## src/rtl/key_click_long_press_detector_macros.svh

```systemverilog
// Assertion macros for the key click and long-press detector.
// Needs clk and arst_n in the scope where a macro is used.
`ifndef KEY_CLICK_LONG_PRESS_DETECTOR_MACROS_SVH
`define KEY_CLICK_LONG_PRESS_DETECTOR_MACROS_SVH

// The consequent must hold in the same cycle as the antecedent.
`define KCLPD_ASSERT_SAME(label, ante, cons) \
	label: assert property (@(posedge clk) disable iff (!arst_n) (ante) |-> (cons)) \
		else $error("key detector check failed");

// The consequent must hold in the cycle after the antecedent.
`define KCLPD_ASSERT_NEXT(label, ante, cons) \
	label: assert property (@(posedge clk) disable iff (!arst_n) (ante) |=> (cons)) \
		else $error("key detector check failed");

`endif

```

## src/rtl/kclpd_pkg.sv

```systemverilog
// Shared types, codes and reset values for the key click and long-press detector.
// No dependencies; used by kclpd_key and the top level.
package kclpd_pkg;

	typedef enum logic [2:0] {
		PH_IDLE    = 3'd0,
		PH_PRESS   = 3'd1,
		PH_HELD    = 3'd2,
		PH_RELEASE = 3'd3,
		PH_GAP     = 3'd4
	} phase_t;

	typedef enum logic [1:0] {
		EV_NONE   = 2'd0,
		EV_SINGLE = 2'd1,
		EV_LONG   = 2'd2,
		EV_MULTI  = 2'd3
	} event_t;

	localparam int CFG_INDEX_W = 2;

	localparam logic [CFG_INDEX_W-1:0] CFG_PRESS_DEBOUNCE   = 2'd0;
	localparam logic [CFG_INDEX_W-1:0] CFG_LONG_PRESS       = 2'd1;
	localparam logic [CFG_INDEX_W-1:0] CFG_RELEASE_DEBOUNCE = 2'd2;
	localparam logic [CFG_INDEX_W-1:0] CFG_CLICK_GAP        = 2'd3;

	localparam logic [7:0] PRESS_DEBOUNCE_RESET   = 8'd5;
	localparam logic [7:0] LONG_PRESS_RESET       = 8'd30;
	localparam logic [7:0] RELEASE_DEBOUNCE_RESET = 8'd5;
	localparam logic [7:0] CLICK_GAP_RESET        = 8'd10;

	typedef struct packed {
		logic [7:0] press_debounce;
		logic [7:0] long_press;
		logic [7:0] release_debounce;
		logic [7:0] click_gap;
	} thresholds_t;

	function automatic logic [7:0] sat_inc(input logic [7:0] v);
		return (v == 8'hFF) ? v : v + 8'd1;
	endfunction

endpackage

```

## src/rtl/kclpd_key.sv

```systemverilog
// Per-key debounce, click counting and long-press state machine.
// Depends on kclpd_pkg for the phase and event codes and the threshold struct.
module kclpd_key
	import kclpd_pkg::*;
(
	input  logic        clk,
	input  logic        arst_n,
	input  logic        advance,
	input  logic        pressed,
	input  thresholds_t thr,
	output event_t      ev_next,
	output logic [7:0]  clicks_next
);

	phase_t     phase_q, phase_d;
	logic [7:0] hold_q, hold_d;
	logic [7:0] release_q, release_d;
	logic [7:0] gap_q, gap_d;
	logic [7:0] tally_q, tally_d;
	logic       long_q, long_d;
	logic [7:0] last_q, last_d;

	logic [7:0] hold_inc, release_inc, gap_inc;

	assign hold_inc    = sat_inc(hold_q);
	assign release_inc = sat_inc(release_q);
	assign gap_inc     = sat_inc(gap_q);

	always_comb begin
		phase_d   = phase_q;
		hold_d    = hold_q;
		release_d = release_q;
		gap_d     = gap_q;
		tally_d   = tally_q;
		long_d    = long_q;
		last_d    = last_q;
		case (phase_q)
			PH_PRESS: begin
				if (!pressed) begin
					phase_d = PH_IDLE;
					hold_d  = 8'd0;
				end else if (hold_inc >= thr.press_debounce) begin
					phase_d = PH_HELD;
					hold_d  = 8'd0;
					long_d  = 1'b0;
				end else begin
					hold_d = hold_inc;
				end
			end
			PH_HELD: begin
				if (pressed) begin
					hold_d = hold_inc;
					if (!long_q && hold_inc >= thr.long_press) begin
						long_d = 1'b1;
					end
				end else begin
					release_d = 8'd0;
					phase_d   = PH_RELEASE;
				end
			end
			PH_RELEASE: begin
				if (!pressed) begin
					release_d = release_inc;
					if (release_inc >= thr.release_debounce) begin
						if (!long_q) begin
							tally_d = sat_inc(tally_q);
							gap_d   = 8'd0;
							phase_d = PH_GAP;
						end else begin
							// A long press ends its sequence without counting a click.
							long_d  = 1'b0;
							tally_d = 8'd0;
							phase_d = PH_IDLE;
						end
					end
				end else begin
					release_d = 8'd0;
					hold_d    = 8'd0;
				end
			end
			PH_GAP: begin
				gap_d = gap_inc;
				if (pressed) begin
					hold_d  = 8'd0;
					phase_d = PH_PRESS;
				end else if (gap_inc >= thr.click_gap) begin
					last_d    = tally_q;
					tally_d   = 8'd0;
					gap_d     = 8'd0;
					hold_d    = 8'd0;
					release_d = 8'd0;
					phase_d   = PH_IDLE;
				end
			end
			default: begin
				phase_d = PH_IDLE;
				if (pressed) begin
					phase_d = PH_PRESS;
					hold_d  = 8'd0;
				end
			end
		endcase
	end

	always_comb begin
		ev_next = EV_NONE;
		case (phase_q)
			PH_HELD: begin
				if (pressed && !long_q && hold_inc >= thr.long_press) begin
					ev_next = EV_LONG;
				end
			end
			PH_GAP: begin
				if (!pressed && gap_inc >= thr.click_gap) begin
					ev_next = (tally_q == 8'd1) ? EV_SINGLE : EV_MULTI;
				end
			end
			default: begin
				ev_next = EV_NONE;
			end
		endcase
	end

	assign clicks_next = last_d;

	always_ff @(posedge clk or negedge arst_n) begin
		if (!arst_n) begin
			phase_q   <= PH_IDLE;
			hold_q    <= 8'd0;
			release_q <= 8'd0;
			gap_q     <= 8'd0;
			tally_q   <= 8'd0;
			long_q    <= 1'b0;
			last_q    <= 8'd0;
		end else if (advance) begin
			phase_q   <= phase_d;
			hold_q    <= hold_d;
			release_q <= release_d;
			gap_q     <= gap_d;
			tally_q   <= tally_d;
			long_q    <= long_d;
			last_q    <= last_d;
		end
	end

endmodule

```

## src/rtl/key_click_long_press_detector.sv

```systemverilog
// Top level of the four-key click and long-press detector.
// Depends on kclpd_pkg, kclpd_key and key_click_long_press_detector_macros.svh.
//
// Each accepted input beat is one tick carrying a pressed level per key, and
// it yields exactly one result beat with an event code and the last finished
// click count for every key. A tick updates all key state machines in the
// cycle it is accepted; its result is registered in the output register or
// in the one-entry skid register while that beat is stalled. A new tick can
// be taken every clock unless input is stalled, which happens only once both
// registers hold untaken results. Keys at or above NUM_KEYS report no event
// and zero clicks. Thresholds are written through the always-ready config port;
// the user must write them only while idle; the block does not enforce it.
`include "key_click_long_press_detector_macros.svh"

module key_click_long_press_detector
	import kclpd_pkg::*;
#(
	parameter int NUM_KEYS = 4
) (
	input  logic                   clk,
	input  logic                   arst_n,

	input  logic                   in_valid,
	output logic                   in_stall,
	input  logic                   key0_pressed,
	input  logic                   key1_pressed,
	input  logic                   key2_pressed,
	input  logic                   key3_pressed,

	output logic                   out_valid,
	input  logic                   out_stall,
	output logic [1:0]             key0_event,
	output logic [1:0]             key1_event,
	output logic [1:0]             key2_event,
	output logic [1:0]             key3_event,
	output logic [7:0]             key0_clicks,
	output logic [7:0]             key1_clicks,
	output logic [7:0]             key2_clicks,
	output logic [7:0]             key3_clicks,

	input  logic                   cfg_valid,
	output logic                   cfg_ready,
	input  logic [CFG_INDEX_W-1:0] cfg_index,
	input  logic [7:0]             cfg_data
);

	localparam int KEY_SLOTS = 4;

	thresholds_t thr_q;

	logic                            accept;
	logic                            out_fire;
	logic [KEY_SLOTS-1:0]            pressed;
	logic [KEY_SLOTS-1:0][1:0]       ev_next;
	logic [KEY_SLOTS-1:0][7:0]       clicks_next;

	logic                            out_valid_q;
	logic [KEY_SLOTS-1:0][1:0]       out_ev_q;
	logic [KEY_SLOTS-1:0][7:0]       out_clicks_q;
	logic                            skid_valid_q;
	logic [KEY_SLOTS-1:0][1:0]       skid_ev_q;
	logic [KEY_SLOTS-1:0][7:0]       skid_clicks_q;

	assign cfg_ready = 1'b1;

	always_ff @(posedge clk or negedge arst_n) begin
		if (!arst_n) begin
			thr_q.press_debounce   <= PRESS_DEBOUNCE_RESET;
			thr_q.long_press       <= LONG_PRESS_RESET;
			thr_q.release_debounce <= RELEASE_DEBOUNCE_RESET;
			thr_q.click_gap        <= CLICK_GAP_RESET;
		end else if (cfg_valid && cfg_ready) begin
			case (cfg_index)
				CFG_PRESS_DEBOUNCE:   thr_q.press_debounce   <= cfg_data;
				CFG_LONG_PRESS:       thr_q.long_press       <= cfg_data;
				CFG_RELEASE_DEBOUNCE: thr_q.release_debounce <= cfg_data;
				CFG_CLICK_GAP:        thr_q.click_gap        <= cfg_data;
				default: begin
				end
			endcase
		end
	end

	assign pressed  = {key3_pressed, key2_pressed, key1_pressed, key0_pressed};
	assign in_stall = skid_valid_q;
	assign accept   = in_valid && !in_stall;
	assign out_fire = out_valid_q && !out_stall;

	for (genvar k = 0; k < KEY_SLOTS; k++) begin : g_key
		if (k < NUM_KEYS) begin : g_used
			event_t key_ev;

			kclpd_key u_key (
				.clk         (clk),
				.arst_n      (arst_n),
				.advance     (accept),
				.pressed     (pressed[k]),
				.thr         (thr_q),
				.ev_next     (key_ev),
				.clicks_next (clicks_next[k])
			);

			assign ev_next[k] = key_ev;
		end else begin : g_unused
			assign ev_next[k]     = EV_NONE;
			assign clicks_next[k] = 8'd0;
		end
	end

	// A new result goes straight to the output register unless that register
	// still holds a beat that is being stalled; then it waits in the skid.
	always_ff @(posedge clk or negedge arst_n) begin
		if (!arst_n) begin
			out_valid_q  <= 1'b0;
			skid_valid_q <= 1'b0;
		end else if (skid_valid_q) begin
			if (out_fire) begin
				skid_valid_q <= 1'b0;
			end
		end else if (accept) begin
			out_valid_q <= 1'b1;
			if (out_valid_q && !out_fire) begin
				skid_valid_q <= 1'b1;
			end
		end else if (out_fire) begin
			out_valid_q <= 1'b0;
		end
	end

	always_ff @(posedge clk) begin
		if (skid_valid_q) begin
			if (out_fire) begin
				out_ev_q     <= skid_ev_q;
				out_clicks_q <= skid_clicks_q;
			end
		end else if (accept) begin
			if (!out_valid_q || out_fire) begin
				out_ev_q     <= ev_next;
				out_clicks_q <= clicks_next;
			end else begin
				skid_ev_q     <= ev_next;
				skid_clicks_q <= clicks_next;
			end
		end
	end

	assign out_valid   = out_valid_q;
	assign key0_event  = out_ev_q[0];
	assign key1_event  = out_ev_q[1];
	assign key2_event  = out_ev_q[2];
	assign key3_event  = out_ev_q[3];
	assign key0_clicks = out_clicks_q[0];
	assign key1_clicks = out_clicks_q[1];
	assign key2_clicks = out_clicks_q[2];
	assign key3_clicks = out_clicks_q[3];

	// The skid register only fills behind an occupied output register.
	`KCLPD_ASSERT_SAME(a_skid_behind_out, skid_valid_q, out_valid_q)

	// A tick taken while the output beat is stalled must land in the skid.
	`KCLPD_ASSERT_NEXT(a_stalled_accept_kept, accept && out_valid_q && out_stall, skid_valid_q)

	// With nothing buffered and nothing accepted, a delivered beat empties the output.
	`KCLPD_ASSERT_NEXT(a_drain_empties, out_fire && !skid_valid_q && !accept, !out_valid_q)

endmodule

```

## config.mk

```make
export PLATFORM = sky130hd
export DESIGN_NAME = key_click_long_press_detector
export DESIGN_NICKNAME = d
export VERILOG_FILES = /design/src/rtl/kclpd_pkg.sv /design/src/rtl/kclpd_key.sv /design/src/rtl/key_click_long_press_detector.sv
export VERILOG_INCLUDE_DIRS = /design/src /design/src/rtl
export SDC_FILE = /design/constraint.sdc
export NUM_CORES = 1
export LEC_CHECK = 0
export BUFFER_PORTS_ARGS = -buffer_cell sky130_fd_sc_hd__buf_4
export CAP_MARGIN = 15
export CORE_UTILIZATION = 25
export DETAILED_ROUTE_END_ITERATION = 16
export GPL_ROUTABILITY_DRIVEN = 0
export PLACE_DENSITY_LB_ADDON = 0.25
export SLEW_MARGIN = 15
export SYNTH_ARGS = -nofsm -noshare
export SYNTH_HDL_FRONTEND = slang
export SYNTH_SLANG_ARGS = --single-unit
```

## constraint.sdc

```tcl
create_clock -name clk -period 5 [get_ports clk]
set_input_delay 0.75 -clock clk [delete_from_list [all_inputs] [get_ports clk]]
set_output_delay 0.75 -clock clk [all_outputs]
set_load 0.005 [all_outputs]
```

==> Implementation_results.wiki, run 1 <==
{| class="wikitable"
! Metric !! Value
|-
| Clock root cell || sky130_fd_sc_hd__clkbuf_16
|-
| Series of cell instances along the critical path || ha_1, and3_1, and3_1, and3_1, or3_1, xnor2_1, ha_1, nand4_1, o31ai_2, nand2_1, mux2_1, mux2_2
|-
| Total area of multi-input combinational cells || 9880 µm²
|-
| Post-synthesis area per instance || 10.3 µm²
|-
| Maximum resistive drop on vdd || 0.279 mV
|-
| Antenna violations before repair || 0
|-
| Via count of the first global-routing pass || 13,500
|-
| Count of buffers from port buffering || 60
|-
| Post-route clock skew || about 23 ps
|-
| Detailed-route DRC error count || 0
|-
| Die span in x || 271 µm
|-
| Transition at the pin with the smallest max-transition slack || 1030 ps
|-
| CP required || 5300 ps
|-
| Routed wire per std cell || 16.6 µm
|-
| Most used cell, CP || sky130_fd_sc_hd__and3_1
|-
| Overall routed net length || 46.3 mm
|-
| Leading post-synthesis cells by cell area || sky130_fd_sc_hd__dfrtp_1 28%, sky130_fd_sc_hd__edfxtp_1 13%, sky130_fd_sc_hd__ha_1 10%, sky130_fd_sc_hd__mux2_2 8.4%, sky130_fd_sc_hd__o21ai_0 2.9%
|-
| Kind of end point of the critical path || flop
|-
| Filler Cells Inserted || between 7,000 and 8,000
|-
| Buffer count from post-CTS setup fixing || 0
|-
| Post-cts hold buffer count || 0
|-
| Most used standard cells in the synthesized netlist || 200 x sky130_fd_sc_hd__dfrtp_1, 148 x sky130_fd_sc_hd__ha_1, 136 x sky130_fd_sc_hd__mux2_2
|-
| Post-Syn Instances || 1,763
|-
| Sequential cell area || 7670 µm²
|-
| Synth warn || 0
|-
| # clock sinks || 290
|-
| Violation count after the first detailed-routing iteration || approximately 810
|-
| Slew Viols, Final || 0
|-
| Status || finished clean
|-
| Synthesized cell area || approximately 18,000 µm²
|-
| Iteration count of the initial detailed-routing pass || 5
|-
| EDFF count, synth || 80
|-
| Number of standard cells in the layout, taps in and fillers out || 2,790
|-
| Number of vias per cell || 4.93
|-
| Post-synthesis to final-layout area growth || 14.5%
|-
| Final ANT Viol Nets || 0
|-
| Post-Syn Nets || 1,930
|-
| CTS tree || built
|-
| Startpoint-to-endpoint class of the critical path || flop to flop
|-
| Chip height || 271 µm
|-
| Fraction of synthesized cell area taken by the top area cell type || 0.276
|-
| Fraction of the cycle the final worst path needs || 0.869
|-
| Post-layout minimum cycle time || roughly 4300 ps
|-
| Count of final hold-check violations || 0
|-
| Setup repair after global routing missed its margin || false
|-
| Bufs on Longest Clock Path || 3
|-
| Maximum clock rate || 0.230 GHz
|-
| Global-route usage over all layers || 0.127
|-
| Slowest stage cell on the critical path || sky130_fd_sc_hd__o31ai_2
|-
| Worst setup SP type || flop
|-
| Longest individual stage delay on the worst path || 530 ps
|-
| Number of setup violations in the final report || 0
|-
| Starting utilization of the core area || 0.253
|-
| Clk pin slew, worst setup/hold paths || around 60 ps
|-
| Highest net fanout along the worst path || 11
|-
| Data arrival time of the critical path || 4640 ps
|-
| Count of nets after finishing || 1,978
|-
| CTS H-tree lvls || 2
|-
| First-pass GRT wire length || roughly 75 mm
|-
| Tightest Hold Check Type || input pin to async pin
|-
| Clock buffer count from CTS || 36
|-
| Total instance count after detailed placement || 2,723
|-
| Power per cell area || 436 nW/µm²
|-
| Number of standard-cell rows in the floorplan || 98
|-
| Cell type with the highest aggregate area in the netlist || sky130_fd_sc_hd__dfrtp_1
|-
| Number of maximum-capacitance violations || 0
|-
| Core utilization of the finished layout || 0.290
|-
| Pin count of the biggest net entering global routing || 105
|-
| Dominant cell by count in the synthesized netlist || sky130_fd_sc_hd__dfrtp_1
|-
| Number of distinct standard cells referenced by the synthesized netlist || 93
|-
| Sequential-to-total area share from yosys stat || 0.423
|-
| Leakage power figure || 9.06 nW
|-
| Register bit count reported by yosys || 290
|-
| Power, Total || 0.00905 W
|-
| Clock latency on the worst-skew pair || 550 ps
|-
| Core ar. || 71,600 µm²
|-
| Predominant post-synthesis flop cell || sky130_fd_sc_hd__dfrtp_1
|-
| Fraction of final layout cells sized beyond drive strength 1 || 0.166
|-
| Post-detail-place hpwl || around 34 mm
|-
| GRT overflow || 0
|-
| Async set-reset flop share out of synthesis || 0.724
|-
| Post-CTS sizing || 0
|-
| Number of top-level pins || 62
|-
| Tightest slew margin relative to the limit || 0.311
|-
| Die area || 73,700 µm²
|-
| Total negative slack || 0 ps
|-
| Vias post-DR || 13,800
|}
## final timing paths
kind,startpoint,end,slack [ps],depth (start not counted)
max,g_key[0].g_used.u_key.gap_q[0],key0_clicks[5],660,12
min,arst_n,g_key[3].g_used.u_key.hold_q[0],230,1
max reg2reg,g_key[0].g_used.u_key.gap_q[0],key0_clicks[5],660,12
min reg2reg,g_key[2].g_used.u_key.last_q[1],g_key[2].g_used.u_key.last_q[1],470,2
max in group asynchronous,arst_n,g_key[0].g_used.u_key.tally_q[2],3560,2
min in group clk,g_key[2].g_used.u_key.last_q[1],g_key[2].g_used.u_key.last_q[1],470,2
## sequential cells by signal, indices dropped and copies added (netlist names), 12 cells and up
register / cells
g_key.g_used.u_key.tally_q: 32
thr_q: 32
g_key.g_used.u_key.gap_q: 32
g_key.g_used.u_key.release_q: 32
skid_clicks_q: 32
g_key.g_used.u_key.hold_q: 32
g_key.g_used.u_key.phase_q: 12
g_key.g_used.u_key.last_q: 32
## area by class of cell
type / instances / area share
diodes: 2 / 0.000241
flip-flops and latches: 290 / 0.369
multi-input cells: 1323 / 0.476
clock buffers: 54 / 0.0476
clock inverters: 11 / 0.00813
inverters: 89 / 0.0161
well taps: 950 / 0.0572
repair buffers: 71 / 0.0260
## through the flow
stage	instance area, µm²	hold WS [ps]	worst slack (ps)
3_5_place_dp	19600	469	652
5_1_grt	20800	312	453
3_3_place_gp	19600	457	675
6_report	20800	228	657
4_1_cts	20800	280	652
2_1_floorplan	18100	444	905
## cells by family after synthesis
family	count (synthesis)	share of synthesized area
mux	162	0.101
flops	290	0.423
other cells	1	0.000207
simple gates	535	0.153
compound gates	442	0.171
fa+ha+maj	148	0.102
xor+xnor	35	0.0169
buf+inv	150	0.0334
## per-layer routing
metal  global-route usage  wire length (µm)  vias up
met5                    0                 0        -
met4               0.0337               983        0
met3               0.0218              1900       64
met2                0.200             20800      236
met1                0.178             22700     6741
li1                     -                 -     6719
## placed cells by master, fill, tap and decap left out, drive strengths merged, types with 7 or more instances in the layout
master,Yosys,layout
a2111oi,7,7
a211oi,13,13
a21o,23,23
a21oi,66,66
a22o,23,23
a31oi,31,31
a32o,8,8
and2,14,14
and3,51,51
buf,24,71
clkbuf,37,54
dfrtp,200,200
dfstp,10,10
edfxtp,80,80
ha,148,148
inv,89,90
mux2,145,145
mux2i,17,17
nand2,119,119
nand2b,46,46
nand3,82,82
nand3b,10,10
nand4,12,12
nor2,105,105
nor2b,18,18
nor3,23,23
nor3b,8,8
nor4,8,8
o211ai,18,18
o21a,24,24
o21ai,108,108
o21bai,7,7
o2bb2ai,7,7
o31ai,47,47
o41ai,10,10
or2,7,7
or3,13,13
xnor2,24,24
xor2,11,11
## critical path: cells and delay by family, from the launching register on
family | cells | cell delay (ps)
AND/OR/NAND/NOR | 6 | 1700
AO/OA/AOI/OAI | 1 | 530
multiplexers | 2 | 720
adder cells (fa/ha/maj) | 2 | 570
XOR/XNOR | 1 | 150
flip-flops | 1 | 430
## power breakdown
part           internal, W  leakage (nW)  switching [W]
clock              0.00158         0.562        0.00105
combinational      0.00126          4.93        0.00176
sequential         0.00294          3.57       0.000468
(Power assumes the default switching activity.)
==> inputs of run 2 (changes only) <==
- CTS_BUF_LIST: default -> sky130_fd_sc_hd__clkbuf_8
- PLACE_DENSITY: default -> 0.41
- PLACE_DENSITY_LB_ADDON: 0.25 -> default
- SKIP_CTS_REPAIR_TIMING: default -> 1
==> run 2 against run 1 <==
Compared with the run above:
- non-clock buffer count grew 5
- sequential power is essentially flat
- cell count grew 1.6%
- core utilization grew 0.10 points
- clock skew grew 11 ps
- clock-buffer cell count grew 21
- hold slack lost 190 ps
- total power shrank 1.2%
- sequential share of layout area shrank 0.13 points
- wire length grew 5.2%
- critical endpoint is now key0_clicks[2]
==> Implementation_results.wiki, run 2 (synthesis results as in run 1) <==
{| class="wikitable"
! Metric !! Value
|-
| Series of cell instances along the critical path || ha_1, and3_1, and3_1, and3_1, or3_1, xnor2_1, ha_1, a21oi_1, o21a_1, o31ai_2, buf_4, nand2_1, mux2_2, mux2_2
|-
| Longest individual stage delay on the worst path || about 430 ps
|-
| Power, Total || between 0.008 and 0.009 W
|-
| Routed wire per std cell || 17.2 µm
|-
| Leakage power figure || 9.21 nW
|-
| Kind of end point of the critical path || flop
|-
| Transition at the pin with the smallest max-transition slack || just over 1000 ps
|-
| Post-route clock skew || approximately 34 ps
|-
| Die span in x || 271 µm
|-
| CTS H-tree lvls || 2
|-
| Fraction of final layout cells sized beyond drive strength 1 || 0.182
|-
| Slew Viols, Final || 0
|-
| Count of buffers from port buffering || 60
|-
| Post-layout minimum cycle time || approximately 4200 ps
|-
| Via count of the first global-routing pass || 13,700
|-
| Highest net fanout along the worst path || 11
|-
| Data arrival time of the critical path || roughly 4600 ps
|-
| Maximum resistive drop on vdd || approximately 0.20 mV
|-
| Global-route usage over all layers || 0.132
|-
| Number of maximum-capacitance violations || 0
|-
| # clock sinks || 290
|-
| Most used cell, CP || sky130_fd_sc_hd__and3_1
|-
| Worst setup SP type || flop
|-
| Total negative slack || 0 ps
|-
| Clk pin slew, worst setup/hold paths || 60 ps
|-
| Post-synthesis to final-layout area growth || 14.9%
|-
| Core ar. || 71,600 µm²
|-
| Number of standard-cell rows in the floorplan || 98
|-
| Number of setup violations in the final report || 0
|-
| Post-detail-place hpwl || 35.0 mm
|-
| Chip height || 271 µm
|-
| First-pass GRT wire length || 77.4 mm
|-
| CP required || 5410 ps
|-
| Status || finished clean
|-
| Leading cell type in the layout, fill and taps excluded || sky130_fd_sc_hd__dfrtp_1
|-
| Violation count after the first detailed-routing iteration || 878
|-
| Overall routed net length || ~49 mm
|-
| Bufs on Longest Clock Path || 3
|-
| Detailed-route DRC error count || 0
|-
| Clock buffer count from CTS || 57
|-
| Antenna violations before repair || 1
|-
| Final ANT Viol Nets || 0
|-
| Number of top-level pins || 62
|-
| Starting utilization of the core area || 0.253
|-
| Number of vias per cell || 4.84
|-
| Startpoint-to-endpoint class of the critical path || flop to flop
|-
| Tightest Hold Check Type || input pin to async pin
|-
| Count of nets after finishing || approximately 2,000
|-
| Most frequent cells in the layout || 199 x sky130_fd_sc_hd__dfrtp_1, 148 x sky130_fd_sc_hd__ha_1, 136 x sky130_fd_sc_hd__mux2_2
|-
| Count of final hold-check violations || 0
|-
| CTS tree || built
|-
| Fraction of the cycle the final worst path needs || 0.838
|-
| Iteration count of the initial detailed-routing pass || 5
|-
| Number of buffer and inverter stages on the critical path || 1
|-
| Maximum clock rate || 0.239 GHz
|-
| Die area || 73,700 µm²
|-
| Clock latency on the worst-skew pair || 670 ps
|-
| Worst hold slack || about 40 ps
|-
| Gate family responsible for the most delay along the worst path || simple AND/OR/NAND/NOR gates
|-
| Tightest slew margin relative to the limit || 0.307
|-
| Vias post-DR || 13,700
|-
| GRT overflow || 0
|-
| Clock root cell || sky130_fd_sc_hd__clkbuf_8
|-
| Pin count of the biggest net entering global routing || 85
|-
| Power per cell area || between 400 and 500 nW/µm²
|-
| R2R Setup Slk || 810 ps
|-
| Setup repair after global routing missed its margin || false
|-
| Slowest stage cell on the critical path || sky130_fd_sc_hd__dfrtp_1
|}
run 2: cell count changes in the layout (fill, tap and decap cells not counted):
cell                        previous run  this run
sky130_fd_sc_hd__clkinv_1              1         5
sky130_fd_sc_hd__clkbuf_1             16         0
sky130_fd_sc_hd__buf_12                0         1
sky130_fd_sc_hd__bufinv_16             4         0
sky130_fd_sc_hd__clkbuf_8              2        75
sky130_fd_sc_hd__diode_2               2         1
sky130_fd_sc_hd__inv_8                 0         1
sky130_fd_sc_hd__clkbuf_16            36         0
sky130_fd_sc_hd__buf_4                70        74
sky130_fd_sc_hd__inv_1                88       108
run 2: report_power, final:
| part | internal, W | switching [W] |
|---|---|---|
| logic | 0.00127 | 0.00182 |
| registers | 0.00295 | 0.000443 |
| clock network | 0.00134 | 0.00112 |
| total | 0.00556 | 0.00338 |
run 2: per-stage QoR:
step | utilization | area, µm² | worst slack (ps) | cells
floorplan | - | 18100 | 905 | 1763
global placement | 0.275 | 19700 | 792 | 2728
detailed placement | 0.275 | 19700 | 835 | 2728
CTS | 0.291 | 20900 | 812 | 2835
global route | 0.291 | 20900 | 603 | 2836
finish | 0.291 | 20900 | 812 | 2836
run 2: layout make-up:
type | instances | area [µm²]
Antenna cell | 1 | 2.50
Fill cell | 7470 | 50800
Inverter | 89 | 334
Multi-Input combinational cell | 1323 | 9880
Tap cell | 950 | 1190
Clock buffer | 75 | 1030
Timing Repair Buffer | 76 | 591
Sequential cell | 290 | 7670
Clock inverter | 32 | 150
run 2: final timing paths:
check,start,endpoint,cells after the start
worst max-delay path,g_key[0].g_used.u_key.gap_q[0],key0_clicks[2],14
worst min register to register,g_key[2].g_used.u_key.last_q[1],g_key[2].g_used.u_key.last_q[1],2
worst max register to register,g_key[0].g_used.u_key.gap_q[0],key0_clicks[2],14
min in group clk,cfg_data[1],thr_q[25],3
max in group asynchronous,arst_n,g_key[3].g_used.u_key.last_q[0],2
worst min-delay path,arst_n,g_key[0].g_used.u_key.hold_q[1],1
run 2: metal layers:
metal  global-route usage  vias up  wire, µm
li1                     -     6765         -
met1                0.180     6654     23800
met2                0.208      238     21800
met3               0.0257       73      2080
met4               0.0408        0      1140
met5                    0        -         0
